==> config.mk <==
export PLATFORM = sky130hd
export DESIGN_NAME = sync_frame_receiver_crc8_unit_flat
export DESIGN_NICKNAME = d
export VERILOG_FILES = /design/src/sv/sfrc8_pkg.sv /design/src/sv/sfrc8_if.sv /design/src/sv/sync_frame_receiver_crc8_unit.sv /design/src/sv/sfrc8_ram.sv /design/src/sv/sfrc8_ctrl.sv /design/src/sv/sfrc8_dp.sv /design/src/flat_wrapper.sv
export SDC_FILE = /design/constraint.sdc
export NUM_CORES = 1
export LEC_CHECK = 0
export ABC_AREA = 1
export BUFFER_PORTS_ARGS = -buffer_cell sky130_fd_sc_hd__buf_2
export CORE_AREA = 2 2 130 132
export DETAILED_ROUTE_END_ITERATION = 16
export DIE_AREA = 0 0 132 134
export GPL_ROUTABILITY_DRIVEN = 0
export PLACE_DENSITY_LB_ADDON = 0.05
export SLEW_MARGIN = 10
export SYNTH_ARGS = -nofsm -noshare
export SYNTH_HDL_FRONTEND = slang
export SYNTH_HIERARCHICAL = 1
export SYNTH_SLANG_ARGS = --single-unit
==> constraint.sdc <==
create_clock -name clk -period 5.8 [get_ports clk]
set_input_delay 1.74 -clock clk [delete_from_list [all_inputs] [get_ports clk]]
set_output_delay 1.74 -clock clk [all_outputs]
set_load 0.005 [all_outputs]
==> src/sv/sfrc8_pkg.sv <==
// Shared types, constants and the CRC-8 step for the sync frame receiver.
`default_nettype none
package sfrc8_pkg;

	localparam int PAYLOAD_LEN_DEF = 16;
	localparam int PAYLOAD_LEN_MAX = 64;
	localparam logic [7:0] CRC_POLY = 8'h31;

	// Configuration register indexes (byte address = 4 * index)
	localparam logic [1:0] REG_OWN_ADDRESS = 2'd0;
	localparam logic [1:0] REG_FIRST_SYNC  = 2'd1;
	localparam logic [1:0] REG_SECOND_SYNC = 2'd2;
	localparam int APB_ADDR_W = 4;

	// Request operation codes
	localparam logic OP_BYTE  = 1'b0;
	localparam logic OP_REARM = 1'b1;

	typedef enum logic [3:0] {
		ST_HUNT,
		ST_SYNC2,
		ST_SRC,
		ST_DST,
		ST_PAYLOAD,
		ST_CRC,
		ST_PRIME,
		ST_EMIT,
		ST_WAIT
	} sfrc8_state_t;

	typedef struct packed {
		logic clear;       // hunting byte: restart frame registers
		logic take_src;
		logic take_dst;
		logic take_pay;    // store payload byte, advance CRC and count
		logic emit_start;  // read first payload entry
		logic emit_adv;    // read next payload entry
	} sfrc8_cmd_t;

	typedef struct packed {
		logic sync1_hit;
		logic sync2_hit;
		logic pay_full;    // current payload byte is the last one
		logic frame_ok;    // CRC byte matches and frame is addressed to us
		logic emit_last;
	} sfrc8_stat_t;

	typedef struct packed {
		logic [7:0] own_address;
		logic [7:0] first_sync;
		logic [7:0] second_sync;
	} sfrc8_cfg_t;

	function automatic logic [7:0] crc8_add(input logic [7:0] crc, input logic [7:0] b);
		logic [7:0] v;
		v = crc ^ b;
		for (int k = 0; k < 8; k++) begin
			if (v[7]) begin
				v = {v[6:0], 1'b0} ^ CRC_POLY;
			end else begin
				v = {v[6:0], 1'b0};
			end
		end
		return v;
	endfunction

endpackage
`default_nettype wire

==> src/sv/sfrc8_if.sv <==
// Request channel interfaces: received bytes in, payload bytes out.
`default_nettype none
interface sfrc8_in_if;
	logic       valid;
	logic       ready;
	logic       operation;
	logic [7:0] rx_byte;

	modport source (output valid, operation, rx_byte, input ready);
	modport sink (input valid, operation, rx_byte, output ready);
endinterface

interface sfrc8_out_if;
	logic       valid;
	logic       ready;
	logic [7:0] payload_byte;
	logic [5:0] byte_index;
	logic [7:0] sender_address;
	logic       last_byte;

	modport source (output valid, payload_byte, byte_index, sender_address, last_byte,
		input ready);
	modport sink (input valid, payload_byte, byte_index, sender_address, last_byte,
		output ready);
endinterface
`default_nettype wire

==> src/sv/sync_frame_receiver_crc8_unit.sv <==
// Top level of the sync frame receiver with CRC-8 check and APB registers.
//
// Usage notes:
// - in_ch carries one request per received byte (operation = 0) or a rearm
//   (operation = 1). out_ch carries one request per payload byte of a frame
//   that passed the CRC-8 (poly 0x31, MSB first, init 0) and address check.
// - A frame is: first sync, second sync, source, destination, PAYLOAD_LEN
//   payload bytes, CRC. in_ch.ready is high except while a payload run is
//   being read out.
// - After the CRC byte of a good frame, the ST_PRIME state primes the payload
//   store read, then one payload byte is offered per cycle while out_ch.ready
//   stays high. The store's single read port sets that rate.
// - A stall on out_ch holds the current byte; the next store read happens
//   only on a taken request. in_ch is held off until the last byte leaves.
// - After the run the block ignores received bytes until a rearm.
// - Reset (arst_n low) returns to hunting with the configuration and frame
//   registers at zero; the payload store is not reset. Registers own_address,
//   first_sync, second_sync at byte addresses 0, 4, 8; write only while idle.
`default_nettype none
module sync_frame_receiver_crc8_unit import sfrc8_pkg::*; #(
	parameter int PAYLOAD_LEN = PAYLOAD_LEN_DEF
) (
	input  wire logic                  clk,
	input  wire logic                  arst_n,
	input  wire logic                  psel,
	input  wire logic                  penable,
	input  wire logic                  pwrite,
	input  wire logic [APB_ADDR_W-1:0] paddr,
	input  wire logic [31:0]           pwdata,
	output logic      [31:0]           prdata,
	output logic                       pready,
	sfrc8_in_if.sink                   in_ch,
	sfrc8_out_if.source                out_ch
);

	sfrc8_cfg_t  cfg_q;
	sfrc8_cmd_t  cmd;
	sfrc8_stat_t stat;
	logic        cfg_wr;
	logic [1:0]  reg_idx;

	// Configuration registers
	assign pready  = 1'b1;
	assign reg_idx = paddr[3:2];
	assign cfg_wr  = psel && penable && pwrite && pready;

	always_ff @(posedge clk or negedge arst_n) begin
		if (!arst_n) begin
			cfg_q <= '0;
		end else if (cfg_wr) begin
			unique case (reg_idx)
				REG_OWN_ADDRESS: cfg_q.own_address <= pwdata[7:0];
				REG_FIRST_SYNC:  cfg_q.first_sync  <= pwdata[7:0];
				REG_SECOND_SYNC: cfg_q.second_sync <= pwdata[7:0];
				default:         cfg_q <= cfg_q;
			endcase
		end
	end

	always_comb begin
		unique case (reg_idx)
			REG_OWN_ADDRESS: prdata = {24'd0, cfg_q.own_address};
			REG_FIRST_SYNC:  prdata = {24'd0, cfg_q.first_sync};
			REG_SECOND_SYNC: prdata = {24'd0, cfg_q.second_sync};
			default:         prdata = '0;
		endcase
	end

	// Controller: hunt/sequence FSM and handshakes
	sfrc8_ctrl u_ctrl (
		.clk      (clk),
		.arst_n   (arst_n),
		.in_valid (in_ch.valid),
		.in_op    (in_ch.operation),
		.in_ready (in_ch.ready),
		.out_valid(out_ch.valid),
		.out_ready(out_ch.ready),
		.stat     (stat),
		.cmd      (cmd)
	);

	// Datapath: CRC, frame fields, payload store
	sfrc8_dp #(
		.PAYLOAD_LEN(PAYLOAD_LEN)
	) u_dp (
		.clk           (clk),
		.arst_n        (arst_n),
		.cfg           (cfg_q),
		.rx_byte       (in_ch.rx_byte),
		.cmd           (cmd),
		.stat          (stat),
		.payload_byte  (out_ch.payload_byte),
		.byte_index    (out_ch.byte_index),
		.sender_address(out_ch.sender_address)
	);

	// Final byte of the run is flagged from the read-out index
	assign out_ch.last_byte = stat.emit_last;

`ifndef ASSERT_OFF
	// Input is held off whenever a payload byte is on offer
	a_no_overlap: assert property (@(posedge clk) disable iff (!arst_n)
		out_ch.valid |-> !in_ch.ready)
		else $error("input ready while payload run active");

	// Run ends exactly after the last byte is taken
	a_run_end: assert property (@(posedge clk) disable iff (!arst_n)
		(out_ch.valid && out_ch.ready && out_ch.last_byte) |=> !out_ch.valid)
		else $error("payload run continued past last byte");

	// Index advances by one on each taken non-final byte
	a_idx_step: assert property (@(posedge clk) disable iff (!arst_n)
		(out_ch.valid && out_ch.ready && !out_ch.last_byte) |=>
		(out_ch.valid && out_ch.byte_index == $past(out_ch.byte_index) + 6'd1))
		else $error("byte index did not advance");
`endif

endmodule
`default_nettype wire

==> src/sv/sfrc8_ram.sv <==
// Generic single write port RAM with registered read.
`default_nettype none
module sfrc8_ram #(
	parameter int WIDTH = 8,
	parameter int DEPTH = 16,
	localparam int AW = (DEPTH > 1) ? $clog2(DEPTH) : 1
) (
	input  wire logic             clk,
	input  wire logic             we,
	input  wire logic [AW-1:0]    waddr,
	input  wire logic [WIDTH-1:0] wdata,
	input  wire logic             re,
	input  wire logic [AW-1:0]    raddr,
	output logic      [WIDTH-1:0] rdata
);

	logic [WIDTH-1:0] mem_q [DEPTH];

	always_ff @(posedge clk) begin
		if (we) begin
			mem_q[waddr] <= wdata;
		end
		if (re) begin
			rdata <= mem_q[raddr];
		end
	end

endmodule
`default_nettype wire

==> src/sv/sfrc8_ctrl.sv <==
// Frame controller: sync hunt, field sequencing and payload emission.
`default_nettype none
module sfrc8_ctrl import sfrc8_pkg::*; (
	input  wire logic        clk,
	input  wire logic        arst_n,
	input  wire logic        in_valid,
	input  wire logic        in_op,
	output logic             in_ready,
	output logic             out_valid,
	input  wire logic        out_ready,
	input  wire sfrc8_stat_t stat,
	output sfrc8_cmd_t       cmd
);

	sfrc8_state_t state_q, state_d;
	logic in_fire, byte_fire, out_fire;

	assign in_ready  = (state_q != ST_PRIME) && (state_q != ST_EMIT);
	assign out_valid = (state_q == ST_EMIT);
	assign in_fire   = in_valid && in_ready;
	assign byte_fire = in_fire && (in_op == OP_BYTE);
	assign out_fire  = out_valid && out_ready;

	always_comb begin
		state_d = state_q;
		if (in_fire && (in_op == OP_REARM)) begin
			state_d = ST_HUNT;
		end else begin
			unique case (state_q)
				ST_HUNT: if (byte_fire) begin
					state_d = stat.sync1_hit ? ST_SYNC2 : ST_HUNT;
				end
				ST_SYNC2: if (byte_fire) begin
					state_d = stat.sync2_hit ? ST_SRC : ST_HUNT;
				end
				ST_SRC: if (byte_fire) begin
					state_d = ST_DST;
				end
				ST_DST: if (byte_fire) begin
					state_d = ST_PAYLOAD;
				end
				ST_PAYLOAD: if (byte_fire && stat.pay_full) begin
					state_d = ST_CRC;
				end
				ST_CRC: if (byte_fire) begin
					state_d = stat.frame_ok ? ST_PRIME : ST_HUNT;
				end
				ST_PRIME: state_d = ST_EMIT;
				ST_EMIT: if (out_fire && stat.emit_last) begin
					state_d = ST_WAIT;
				end
				ST_WAIT: state_d = ST_WAIT;
				default: state_d = ST_HUNT;
			endcase
		end
	end

	always_comb begin
		cmd = '0;
		unique case (state_q)
			ST_HUNT:    cmd.clear      = byte_fire;
			ST_SRC:     cmd.take_src   = byte_fire;
			ST_DST:     cmd.take_dst   = byte_fire;
			ST_PAYLOAD: cmd.take_pay   = byte_fire;
			ST_PRIME:   cmd.emit_start = 1'b1;
			ST_EMIT:    cmd.emit_adv   = out_fire && !stat.emit_last;
			default:    cmd = '0;
		endcase
	end

	always_ff @(posedge clk or negedge arst_n) begin
		if (!arst_n) begin
			state_q <= ST_HUNT;
		end else begin
			state_q <= state_d;
		end
	end

endmodule
`default_nettype wire

==> src/sv/sfrc8_dp.sv <==
// Frame datapath: CRC, address registers, payload store and read-out index.
`default_nettype none
module sfrc8_dp import sfrc8_pkg::*; #(
	parameter int PAYLOAD_LEN = PAYLOAD_LEN_DEF
) (
	input  wire logic        clk,
	input  wire logic        arst_n,
	input  wire sfrc8_cfg_t  cfg,
	input  wire logic [7:0]  rx_byte,
	input  wire sfrc8_cmd_t  cmd,
	output sfrc8_stat_t      stat,
	output logic [7:0]       payload_byte,
	output logic [5:0]       byte_index,
	output logic [7:0]       sender_address
);

	localparam int AW = (PAYLOAD_LEN > 1) ? $clog2(PAYLOAD_LEN) : 1;
	localparam int CW = $clog2(PAYLOAD_LEN + 1);

	logic [7:0]    crc_q, sender_q, target_q, crc_next;
	logic [CW-1:0] fill_q;
	logic [AW-1:0] idx_q, raddr;
	logic          re;

	assign crc_next = crc8_add(crc_q, rx_byte);

	always_ff @(posedge clk or negedge arst_n) begin
		if (!arst_n) begin
			crc_q    <= '0;
			fill_q   <= '0;
			sender_q <= '0;
			target_q <= '0;
			idx_q    <= '0;
		end else begin
			if (cmd.clear) begin
				crc_q    <= '0;
				fill_q   <= '0;
				sender_q <= '0;
				target_q <= '0;
			end
			if (cmd.take_src) begin
				sender_q <= rx_byte;
				crc_q    <= crc_next;
			end
			if (cmd.take_dst) begin
				target_q <= rx_byte;
				crc_q    <= crc_next;
			end
			if (cmd.take_pay) begin
				crc_q  <= crc_next;
				fill_q <= fill_q + CW'(1);
			end
			if (cmd.emit_start) begin
				idx_q <= '0;
			end else if (cmd.emit_adv) begin
				idx_q <= idx_q + AW'(1);
			end
		end
	end

	assign re    = cmd.emit_start || cmd.emit_adv;
	assign raddr = cmd.emit_start ? '0 : (idx_q + AW'(1));

	sfrc8_ram #(
		.WIDTH(8),
		.DEPTH(PAYLOAD_LEN)
	) u_store (
		.clk  (clk),
		.we   (cmd.take_pay),
		.waddr(fill_q[AW-1:0]),
		.wdata(rx_byte),
		.re   (re),
		.raddr(raddr),
		.rdata(payload_byte)
	);

	assign stat.sync1_hit = (rx_byte == cfg.first_sync);
	assign stat.sync2_hit = (rx_byte == cfg.second_sync);
	assign stat.pay_full  = (fill_q == CW'(PAYLOAD_LEN - 1));
	assign stat.frame_ok  = (target_q == cfg.own_address) && (rx_byte == crc_q);
	assign stat.emit_last = (idx_q == AW'(PAYLOAD_LEN - 1));

	assign byte_index     = 6'(idx_q);
	assign sender_address = sender_q;

endmodule
`default_nettype wire
==> src/flat_wrapper.sv <==
// flat-port wrapper written by rule: the top's interface ports become plain ports
module sync_frame_receiver_crc8_unit_flat import sfrc8_pkg::*;
#(
	parameter int PAYLOAD_LEN = PAYLOAD_LEN_DEF
)
  (clk, arst_n, psel, penable, pwrite, paddr, pwdata, prdata, pready, in_ch_valid, in_ch_operation, in_ch_rx_byte, in_ch_ready, out_ch_valid, out_ch_payload_byte, out_ch_byte_index, out_ch_sender_address, out_ch_last_byte, out_ch_ready);
  sfrc8_in_if in_ch_i ();
  sfrc8_out_if out_ch_i ();
  input  wire logic clk;
  input  wire logic arst_n;
  input  wire logic psel;
  input  wire logic penable;
  input  wire logic pwrite;
  input  wire logic [APB_ADDR_W-1:0] paddr;
  input  wire logic [31:0] pwdata;
  output logic      [31:0] prdata;
  output logic pready;
  input wire logic [$bits(in_ch_i.valid)-1:0] in_ch_valid;
  input wire logic [$bits(in_ch_i.operation)-1:0] in_ch_operation;
  input wire logic [$bits(in_ch_i.rx_byte)-1:0] in_ch_rx_byte;
  output wire logic [$bits(in_ch_i.ready)-1:0] in_ch_ready;
  output wire logic [$bits(out_ch_i.valid)-1:0] out_ch_valid;
  output wire logic [$bits(out_ch_i.payload_byte)-1:0] out_ch_payload_byte;
  output wire logic [$bits(out_ch_i.byte_index)-1:0] out_ch_byte_index;
  output wire logic [$bits(out_ch_i.sender_address)-1:0] out_ch_sender_address;
  output wire logic [$bits(out_ch_i.last_byte)-1:0] out_ch_last_byte;
  input wire logic [$bits(out_ch_i.ready)-1:0] out_ch_ready;
  assign in_ch_i.valid = in_ch_valid;
  assign in_ch_i.operation = in_ch_operation;
  assign in_ch_i.rx_byte = in_ch_rx_byte;
  assign in_ch_ready = in_ch_i.ready;
  assign out_ch_valid = out_ch_i.valid;
  assign out_ch_payload_byte = out_ch_i.payload_byte;
  assign out_ch_byte_index = out_ch_i.byte_index;
  assign out_ch_sender_address = out_ch_i.sender_address;
  assign out_ch_last_byte = out_ch_i.last_byte;
  assign out_ch_i.ready = out_ch_ready;
  sync_frame_receiver_crc8_unit #(.PAYLOAD_LEN(PAYLOAD_LEN)) u_core (.clk(clk), .arst_n(arst_n), .psel(psel), .penable(penable), .pwrite(pwrite), .paddr(paddr), .pwdata(pwdata), .prdata(prdata), .pready(pready), .in_ch(in_ch_i), .out_ch(out_ch_i));
endmodule
Word-level counts from Yosys, hierarchy flattened
Memory sizes are Yosys's and may differ from the RTL's. A register that Yosys moved wholly into a read port is not among the register bits.
Cells that the tools add are included.

operators by class
  add/subtract/negate cells = 2
  eq/ne operators = 25
  multiplexer cells = 40
  bitwise operators = 10
  reductions and logical operators = 24

operators by type and width
  cell                 number
  $mux 6               8
  $mux 8               6
  $mux 4               11
  $pmux 4 s9           1
  $eq 8x8->1           4
  $not 3->3            8
  $pmux 8 s3           1
  $ne 3x3->1 const B   6
  $eq 4x3->1 const B   4
  $logic_and 1x1->1    11
  $mux 5               2
  $mux 1               9
  $eq 4x2->1 const B   2
  $eq 4x4->1 const B   2
  $ne 4x3->1 const B   2
  $reduce_bool 2->1    4
  $xor 8x8->8          1
  $reduce_and 7->1     1
  $reduce_and 2->1     3
  $add 5x1->5 const B  1
  $eq 5x4->1 const B   1
  $add 4x1->4 const B  1
  $eq 4x1->1 const B   1
  $logic_not 4->1      1
  10 further kinds     10

word-level totals
  register bits = 61
  memory bits (writable) = 128
  input bits = 52
  logic and storage cells = 111
  memories kept = 1

memories
  memory                     words  width  rd ports  clocked after memory_dff  wr ports  line             RTL
  u_core.u_dp.u_store.mem_q  16     8      1         1                         1         sfrc8_ram.sv:17  logic [WIDTH-1:0] mem_q [DEPTH];

Logic depth before layout (Yosys ltp)
Gate-level depths: netlist of run 1.

  word-level depth = 20
  mapped depth = 13
  mapped depth without buffers = 12

Modules after synthesis
The synthesis of run 1 kept the hierarchy.

modules (own cells, without submodules)
  module                         instances  cells an instance  area each (um^2)  seq. area each (um^2)
  sfrc8_ram                      1          551                5,846.9           4,083.9
  sfrc8_dp                       1          242                2,021.9           825.8
  sync_frame_receiver_crc8_unit  1          173                1,307.5           600.6
  sfrc8_ctrl                     1          72                 400.4             100.1

Worst setup path after synthesis of run 1
Ideal clock, no wire load.

  kind = input to output
  start = input paddr[3]
  end = output prdata[0]
  data arrival time = 2.146 ns
  setup slack = 1.914 ns
  cell stages on the path = 3
  buffers on the path = 0
  path through = nor2_2 -> nand2_1 -> nand3_1

between the ends
  cells in the longest elaborated chain, start to end = 2

RTL lines
  element                                   line                                 RTL
  from (decl)                               flat_wrapper.sv:14                   input wire logic [APB_ADDR_W-1:0] paddr;
  $eq 2x2->1, or another cell as far along  sync_frame_receiver_crc8_unit.sv:61  unique case (reg_idx)
  $pmux 8 s3 *                              sync_frame_receiver_crc8_unit.sv:61
  to (decl)                                 flat_wrapper.sv:16                   output logic [31:0] prdata;

Mark *: on every way between the ends. The rest lies on a longest branch, timed or not.

Final worst setup path of run 1
  start = input paddr[3]
  end = output prdata[5]

Same word-level chain as after synthesis.

==> results of run 1 <==
[cells in the mapped netlist, types with 2 or more instances]
cell      number
a21oi_1        5
buf_2         13
buf_4         31
buf_6          6
clkbuf_1       4
conb_1         3
dfrtp_1       61
edfxtp_1     136
ha_1           3
inv_1        139
inv_2          9
mux2_2         3
nand2_1      343
nand2_2        7
nand3_1      135
nand3_2        3
nand3b_1       2
nand4_1        9
nor2_1        35
nor2_2         4
nor2_4         4
nor3_1         3
nor4_1         3
o211ai_1       2
o21ai_0       29
o22ai_1        2
or2_2          5
xnor2_1       20
xnor2_2        3
xor2_1         8
[path summary, 6_finish.rpt]
| check | end | startpoint | slack (ps) |
|---|---|---|---|
| max | prdata[5] | paddr[3] | 1540 |
| max in group asynchronous | u_core/u_dp/idx_q[1]$_DFFE_PN0P_ | arst_n | 3780 |
| min in group asynchronous | u_core/u_dp/sender_address[7]$_DFFE_PN0P_ | arst_n | 1480 |
| max reg2reg | u_core/u_dp/u_store/rdata[1]$_DFFE_PP_ | u_core/u_ctrl/state_q[1]$_DFFE_PN0P_ | 2900 |
| min | u_core/u_dp/fill_q[4]$_DFFE_PN0P_ | u_core/u_dp/fill_q[4]$_DFFE_PN0P_ | 490 |
| min reg2reg | u_core/u_dp/fill_q[4]$_DFFE_PN0P_ | u_core/u_dp/fill_q[4]$_DFFE_PN0P_ | 490 |
[metrics by stage]
step                std cells  worst slack [ps]  utilization  hold slack, ps  instance area, um2
global placement         1289              1540        0.607             472                9900
detailed placement       1289              1540        0.607             483                9900
CTS                      1321              1540        0.645             500               10500
finish                   1321              1540        0.645             493               10500
floorplan                1062              1910            -             453                9670
global route             1321              1460        0.645             544               10500
[state kept, by name (all words and copies together), names as in the netlist]
signal	count
u_core/cfg_q	24
u_core/u_ctrl/state_q	4
u_core/u_dp/crc_q	8
u_core/u_dp/fill_q	5
u_core/u_dp/idx_q	4
u_core/u_dp/sender_address	8
u_core/u_dp/target_q	8
u_core/u_dp/u_store/mem_q	128
u_core/u_dp/u_store/rdata	8
[final cells by class]
cell class,count,area (um2)
Fill cell,1354,5790
Sequential cell,197,5610
Multi-Input combinational cell,660,3120
Inverter,149,559
Clock buffer,26,543
Timing Repair Buffer,63,333
Tap cell,220,275
Clock inverter,6,60.1
[worst max-delay path: stages]
cell and delay (ps):
buf_2 110, nor2_2 350, nand2_1 90, nand3_1 110, buf_2 120
[per-layer routing]
metal / track usage / wire length [um]
met5: 0 / 0
met3: 0.0363 / 1090
met1: 0.325 / 9090
met2: 0.394 / 9990
met4: 0.0676 / 303
[cell families after synthesis]
group / synth area share
other cells: 0.00118
flops: 0.586
fa+ha+maj: 0.00392
compound gates: 0.0221
buf+inv: 0.0990
mux: 0.00353
xor+xnor: 0.0336
simple gates: 0.251
[report_power, final]
group / switching (mW) / internal, mW / total [mW] / leakage (nW)
combinational: 0.929 / 0.421 / 1.35 / 2.53
sequential: 0.0609 / 1.59 / 1.65 / 2.04
clock: 0.493 / 0.693 / 1.19 / 0.297
total: 1.48 / 2.70 / 4.18 / 4.86
==> run metrics, run 1 <==
#FFs+latches synth=197; DRC Markers=0; WL/cell=15.5 um; type of origin of the critical path=primary input; Worst-path clk slew=60 ps; status=finished, final reports clean; Async SR Flop Fraction=0.310; Post-DRT Antenna Nets=0; commonest non-fill, non-tap cell in the layout=nand2_1; most frequently used flop master after synthesis=edfxtp_1; Seq/Total Area, Yosys=0.586; Tot Pwr=4.18 mW; critical path arrival=2520 ps; critical path fanouts, max=9; maximum VDD drop=0.000251 V; CTS H-tree lvls=4; CTS root buf=clkbuf_16; Tmin final=4260 ps; antenna fix cells=0; row count=47; period utilization=0.734; GR Overflow Total=0; post-synth top area cell=edfxtp_1; Min-Delay Path Class=register to register; CTS Buf Count=17; Slew @ Worst Pin=1170 ps; f_max=235 MHz; Via density=5.16; cell area power density=398 mW/mm2; share of cells above drive strength 1=0.122; I/O pin count=110; Initial Utilization=0.588; number of synthesized flops with an enable pin=136; YS warnings=6; critical path capture point type=output port; most frequent cells in the layout=343 x nand2_1, 139 x inv_1, 136 x edfxtp_1; total wire length=20500 um; Syn Area/Cell=9.23 um2; Die X=132 um; pin count of the biggest net entering global routing=66; Slew headroom=0.217; distinct cell type count after synthesis=38; Die Ht=134 um; vias in the first global route=6066; clock insertion delay at the later pin of the skew report=430 ps; Vias=6819; # nets final=1143; cts hold-fix bufs=0; Pre-antenna DRT Iters=7; max capacitance violation total=0; Post-CTS Setup Bufs=0; RSZ-0062 raised after global routing=no; die area=0.0177 mm2; hold depth=2; Port Buffers=56; synth top area cells=edfxtp_1 43%, dfrtp_1 16%, nand2_1 13%; clock buffer depth=2; Post-Synthesis Cells=1038; WS Path Type=primary input to output port; GRT Total Usage=0.236; Leakage=4.86 nW; initial antenna violation count=0; core area=0.0163 mm2; TritonCTS clock tree=yes; Mapped Area=0.00958 mm2; post_cts resized=0; worst-case reg-to-reg path depth=11; Worst Path Required=4060 ps; TNS Setup=0 ps; share of the synthesized area in the top cell type=0.426; Setup Viol. Count Final=0; placed wire-length estimate=13000 um; Final Max Slew Viols=0; Num Clock Sinks=197; DRT iter0 DRCs=673; Hold Vio Cnt, Final=0; P&R area growth vs syn=9.63%; first-pass GRT wire length=32100 um; Setup Skew=13.0 ps
(Power assumes the default switching activity.)
==> inputs of run 2 (changes only) <==
- ABC_AREA: 1 -> 0
- CORE_AREA: 2 2 130 132 -> 2 2 134 136
- DIE_AREA: 0 0 132 134 -> 0 0 136 138
- clock period: 5.8 -> 3.55 ns (I/O delays scaled with it)
==> run metrics, run 2 <==
status=finished, final reports clean; Setup Viol. Count Final=0 (unchanged); Final Max Slew Viols=0 (unchanged); Port Buffers=56 (unchanged); most frequently used flop master after synthesis=edfxtp_1; GRT Total Usage=0.208 (-0.0278); period utilization=0.882; DRC Markers=0 (unchanged); #FFs+latches synth=197 (unchanged); Min-Delay Path Class=register to register; Hold Vio Cnt, Final=0 (unchanged); max capacitance violation total=0 (unchanged); clock insertion delay at the later pin of the skew report=420 ps (about the same); TNS Setup=0 ps (unchanged); share of cells above drive strength 1=0.289 (+0.167); hold depth=1 (-1); core area=0.0175 mm2 (+7.6%); Async SR Flop Fraction=0.310 (unchanged); Worst Path Required=2480 ps (-1580 ps); initial antenna violation count=1 (+1); Mapped Area=0.00896 mm2 (-6.4%); type of origin of the critical path=primary input; CTS H-tree lvls=4 (unchanged); first-pass GRT wire length=28800 um (-10%); Worst-path clk slew=60 ps (about the same); total wire length=18300 um (-11%); Slew headroom=0.332 (+0.115); RSZ-0062 raised after global routing=no; CTS root buf=clkbuf_16; setup ws final=420 ps (-1120 ps); Post-Synthesis Cells=556 (-46%); Largest register FFs=128 (unchanged); Vias=4857 (-29%); commonest non-fill, non-tap cell in the layout=edfxtp_1; cell area power density=480 mW/mm2 (+20%); CTS Buf Count=17 (unchanged); WL/cell=21.0 um (+35%); post-synth top area cell=edfxtp_1; TritonCTS clock tree=yes; critical path arrival=2070 ps (-450 ps); Post-DRT Antenna Nets=0 (unchanged); Synth top cells by count=136 x edfxtp_1, 61 x dfrtp_1, 34 x xnor2_1, 31 x buf_4, 27 x nand2_1; Largest Register=u_core/u_dp/u_store/mem_q; Setup Skew=9.88 ps (-3.14 ps); Pre-antenna DRT Iters=5 (-2); Die X=136 um (+3.0%); cts hold-fix bufs=0 (unchanged); die area=0.0188 mm2 (+6.1%); row count=49 (+4.3%); pin count of the biggest net entering global routing=33 (-50%); Tmin final=3130 ps; vias in the first global route=5014 (-17%); critical path capture point type=output port; DRT iter0 DRCs=333 (-51%); GR Overflow Total=0 (unchanged); WS Path Type=primary input to output port; Num Clock Sinks=197 (unchanged); clock buffer depth=2 (unchanged); Syn Area/Cell=16.1 um2 (+75%); Seq/Total Area, Yosys=0.626 (+0.0402); critical path fanouts, max=12 (+3); distinct cell type count after synthesis=65 (+71%); Post-CTS Setup Bufs=0 (unchanged); placed wire-length estimate=12200 um (-5.7%); maximum VDD drop=0.000312 V (+24%); Largest regs=u_core/u_dp/u_store/mem_q (128), u_core/cfg_q (24); YS warnings=6 (unchanged); synth top area cells=edfxtp_1 46%, dfrtp_1 17%, mux4_2 4.5%; number of synthesized flops with an enable pin=136 (unchanged); most frequent cells in the layout=136 x edfxtp_1, 61 x dfrtp_1, 56 x buf_2; post_cts resized=0 (unchanged); # nets final=687 (-40%); f_max=319 MHz; share of the synthesized area in the top cell type=0.456 (+0.0292); I/O pin count=110 (unchanged); Critical path origin=paddr[3]; worst-case reg-to-reg path depth=9 (-2); hold_sp=u_core/u_dp/sender_address[0]$_DFFE_PN0P_; Initial Utilization=0.511 (-0.0768); Die Ht=138 um (+3.0%); P&R area growth vs syn=11.7%; reg2reg start=u_core/u_ctrl/state_q[2]$_DFFE_PN0P_; Slew @ Worst Pin=996 ps (-178 ps); Via density=5.56 (+7.8%); Leakage=3.86 nW (-21%); placement-stage worst setup slack=445 ps (-1100 ps); antenna fix cells=0 (unchanged); top-count cell post-synth=edfxtp_1
## run 2: cell types whose count changed after synthesis, sizes merged, moves of 10 or more
| cell | before | now |
|---|---|---|
| o21ai | 30 | 20 |
| nand3 | 138 | 5 |
| a22o | 1 | 16 |
| nand2 | 351 | 27 |
| mux2 | 3 | 27 |
| mux4 | 0 | 32 |
| xnor2 | 24 | 37 |
| mux2i | 0 | 10 |
| a22oi | 0 | 16 |
| nor2 | 43 | 26 |
| inv | 148 | 3 |
## run 2: final timing paths
path	slack [ps]	endpoint
setup / recovery	420	prdata[7]
hold / removal	500	u_core/u_dp/sender_address[0]$_DFFE_PN0P_
setup reg to reg	750	u_core/u_dp/u_store/rdata[0]$_DFFE_PP_
hold reg to reg	500	u_core/u_dp/sender_address[0]$_DFFE_PN0P_
max in group asynchronous	2330	u_core/u_dp/sender_address[7]$_DFFE_PN0P_
min in group asynchronous	560	u_core/cfg_q[12]$_DFFE_PN0P_
## run 2: through the flow
stage / hold WS, ps / util / total power, mW / area, um2 / std cells
after CTS: 502 / 0.571 / 4.85 / 10000 / 873
after floorplan: 472 / - / 2.95 / 9050 / 580
after detailed placement: 475 / 0.540 / 3.08 / 9470 / 842
after global routing: 518 / 0.571 / 4.98 / 10000 / 873
final: 500 / 0.571 / 4.80 / 10000 / 873
after global placement: 481 / 0.540 / 3.07 / 9470 / 842
## run 2: logic make-up after synthesis
logic type	synth area share
adders and majority gates	0.00419
buffers and inverters	0.0490
xor gates and xnor gates	0.0625
and+or+nand+nor	0.0683
muxes	0.135
other	0.00126
AOI/OAI and AO/OA	0.0536
DFF	0.626
## run 2: report_power, final
| group | internal, mW | leakage, nW | total (mW) | switching [mW] |
|---|---|---|---|---|
| clock network | 0.964 | 0.247 | 1.77 | 0.805 |
| logic | 0.226 | 1.58 | 0.435 | 0.209 |
| registers | 2.52 | 2.03 | 2.60 | 0.0715 |
| total | 3.71 | 3.86 | 4.80 | 1.09 |
## run 2: worst max-delay path: stages
cell	delay, ps
buf_2	220
nor2b_1	300
buf_4	200
nand2_1	50
o21ai_0	80
buf_2	140
## run 2: final cells by class
| cell class | count | area (um2) |
|---|---|---|
| Inverter | 3 | 11.3 |
| Clock inverter | 11 | 103 |
| Tap cell | 229 | 287 |
| Sequential cell | 197 | 5610 |
| Multi-Input combinational cell | 323 | 3010 |
| Clock buffer | 20 | 437 |
| Timing Repair Buffer | 90 | 548 |
| Fill cell | 1426 | 7530 |
## run 2: per-layer routing
layer	track usage	vias to the layer above	share of wire
met5	0	-	0
met1	0.285	2490	0.44
met2	0.334	123	0.50
met3	0.0330	26	0.036
met4	0.0888	0	0.027
li1	-	2218	-
==> inputs of run 3 (changes only) <==
- CORE_AREA: 2 2 134 136 -> 2 2 112 158
- CTS_BUF_LIST: unset -> sky130_fd_sc_hd__clkbuf_4
- DIE_AREA: 0 0 136 138 -> 0 0 114 160
==> run metrics, run 3 (same netlist as run 2, synthesis figures left out) <==
die area=0.0182 mm2 (-2.8%); Hold Vio Cnt, Final=0 (unchanged); Fin Hold WS=353 ps (-147 ps); Die Ht=160 um (+16%); P&R area growth vs syn=8.49%; number of fill cells=1416 (-0.70%); Tmin final=3130 ps (-0.329 ps); Initial Utilization=0.528 (+0.0169); pin count of the biggest net entering global routing=48 (+45%); non-filler cells, final=851 (-2.5%); Die X=114 um (-16%); Largest regs=u_core/u_dp/u_store/mem_q (128), u_core/cfg_q (24); WL/cell=21.6 um (+3.0%); GR Overflow Total=0 (unchanged); Inst Count DP=818 (-2.9%); status=finished, final reports clean; row count=57 (+16%); CTS Buf Count=17 (unchanged); RSZ-0062 raised after global routing=no; Final Max Slew Viols=0 (unchanged); critical path fanouts, max=12 (unchanged); placement-stage worst setup slack=388 ps (-56.4 ps); GRT Total Usage=0.215 (+0.00669); CTS H-tree lvls=4 (unchanged); Pre-antenna DRT Iters=4 (-1); cts hold-fix bufs=0 (unchanged); type of origin of the critical path=primary input; # nets final=686 (-0.15%); cell area power density=435 mW/mm2 (-9.3%); WS Path Type=primary input to output port; Post-DRT Antenna Nets=0 (unchanged); critical path arrival=2070 ps (about the same); first-pass GRT wire length=28500 um (-0.91%); Min-Delay Path Class=primary input to asynchronous set/reset pin; setup ws final=420 ps (+0.329 ps); I/O pin count=110 (unchanged); Port Buffers=56 (unchanged); placed wire-length estimate=12800 um (+4.3%); clock insertion delay at the later pin of the skew report=590 ps (+170 ps); DRC Markers=0 (unchanged); period utilization=0.882 (about the same); Leakage=3.76 nW (-2.6%); TNS Setup=0 ps (unchanged); Slew headroom=0.375 (+0.0426); commonest non-fill, non-tap cell in the layout=edfxtp_1; TritonCTS clock tree=yes; Num Clock Sinks=197 (unchanged); CTS root buf=clkbuf_4; core area=0.0170 mm2 (-3.2%); Largest Register=u_core/u_dp/u_store/mem_q; post_cts resized=0 (unchanged); Setup Skew=18.0 ps (+8.09 ps); most frequent cells in the layout=136 x edfxtp_1, 61 x dfrtp_1, 56 x buf_2; Post-CTS Setup Bufs=0 (unchanged); critical path capture point type=output port; Vias=4725 (-2.7%); initial antenna violation count=1 (unchanged); total wire length=18400 um (+0.36%); Worst Path Required=2480 ps (about the same); maximum VDD drop=0.000237 V (-24%); clock buffer depth=2 (unchanged); Via density=5.55 (-0.20%); Largest register FFs=128 (unchanged); max capacitance violation total=0 (unchanged); Tot Pwr=4.23 mW (-12%); f_max=319 MHz (about the same); Setup Viol. Count Final=0 (unchanged); Slew @ Worst Pin=933 ps (-63.5 ps); Worst-path clk slew=170 ps (+110 ps); share of cells above drive strength 1=0.295 (+0.00621); DRT iter0 DRCs=364 (+9.3%); vias in the first global route=4956 (-1.2%)
[run 3: cell types whose count changed in the layout (fill, tap and decap cells not counted), sizes merged]
| cell | before | now |
|---|---|---|
| buf | 90 | 89 |
| inv | 5 | 12 |
| diode | 0 | 1 |
| clkbuf | 20 | 17 |
| clkinvlp | 5 | 2 |
[run 3: final timing paths]
path                                                                start                                   endpoint  slack, ps  cells after the start
worst max-delay path                                             paddr[3]                                  prdata[6]        420                      6
worst min-delay path                                               arst_n           u_core/u_dp/idx_q[3]$_DFFE_PN0P_        350                      1
worst max register to register       u_core/u_ctrl/state_q[2]$_DFFE_PN0P_     u_core/u_dp/u_store/rdata[3]$_DFFE_PP_        880                      9
worst min register to register  u_core/u_dp/sender_address[0]$_DFFE_PN0P_  u_core/u_dp/sender_address[0]$_DFFE_PN0P_        510                      1
max in group asynchronous                                          arst_n           u_core/u_dp/crc_q[6]$_DFFE_PN0P_       2250                      2
min in group clk                u_core/u_dp/sender_address[0]$_DFFE_PN0P_  u_core/u_dp/sender_address[0]$_DFFE_PN0P_        510                      1
[run 3: per-layer routing]
metal	GRT usage	part of all wire	vias to the layer above
li1	-	-	2222
met1	0.259	0.40	2394
met2	0.383	0.55	83
met3	0.0444	0.028	26
met4	0.0715	0.026	0
met5	0	0	-
[run 3: area by class of cell]
cell class	count	area [um2]	share of cell area
timing repair buffer	89	541	0.0556
inverter	3	11.3	0.00116
sequential	197	5610	0.577
clock buffer	17	128	0.0131
multi-input combinational	323	3010	0.310
clock inverter	15	160	0.0165
antenna	1	2.50	0.000257
tap	206	258	0.0265
[run 3: worst max-delay path: stages]
cell	delay [ps]
buf_2	200
nor2b_1	310
buf_4	200
nand2_1	50
o21ai_0	90
buf_2	150
[run 3: where the power goes]
| group | internal [mW] | total, mW | switching [mW] |
|---|---|---|---|
| sequential | 2.52 | 2.59 | 0.0712 |
| clock | 0.381 | 1.20 | 0.819 |
| combinational | 0.226 | 0.433 | 0.207 |
[run 3: through the flow]
stage               area, um2   util
floorplan                9050      -
global placement         9430  0.556
detailed placement       9430  0.556
CTS                      9720  0.573
global route             9720  0.573
finish                   9720  0.573
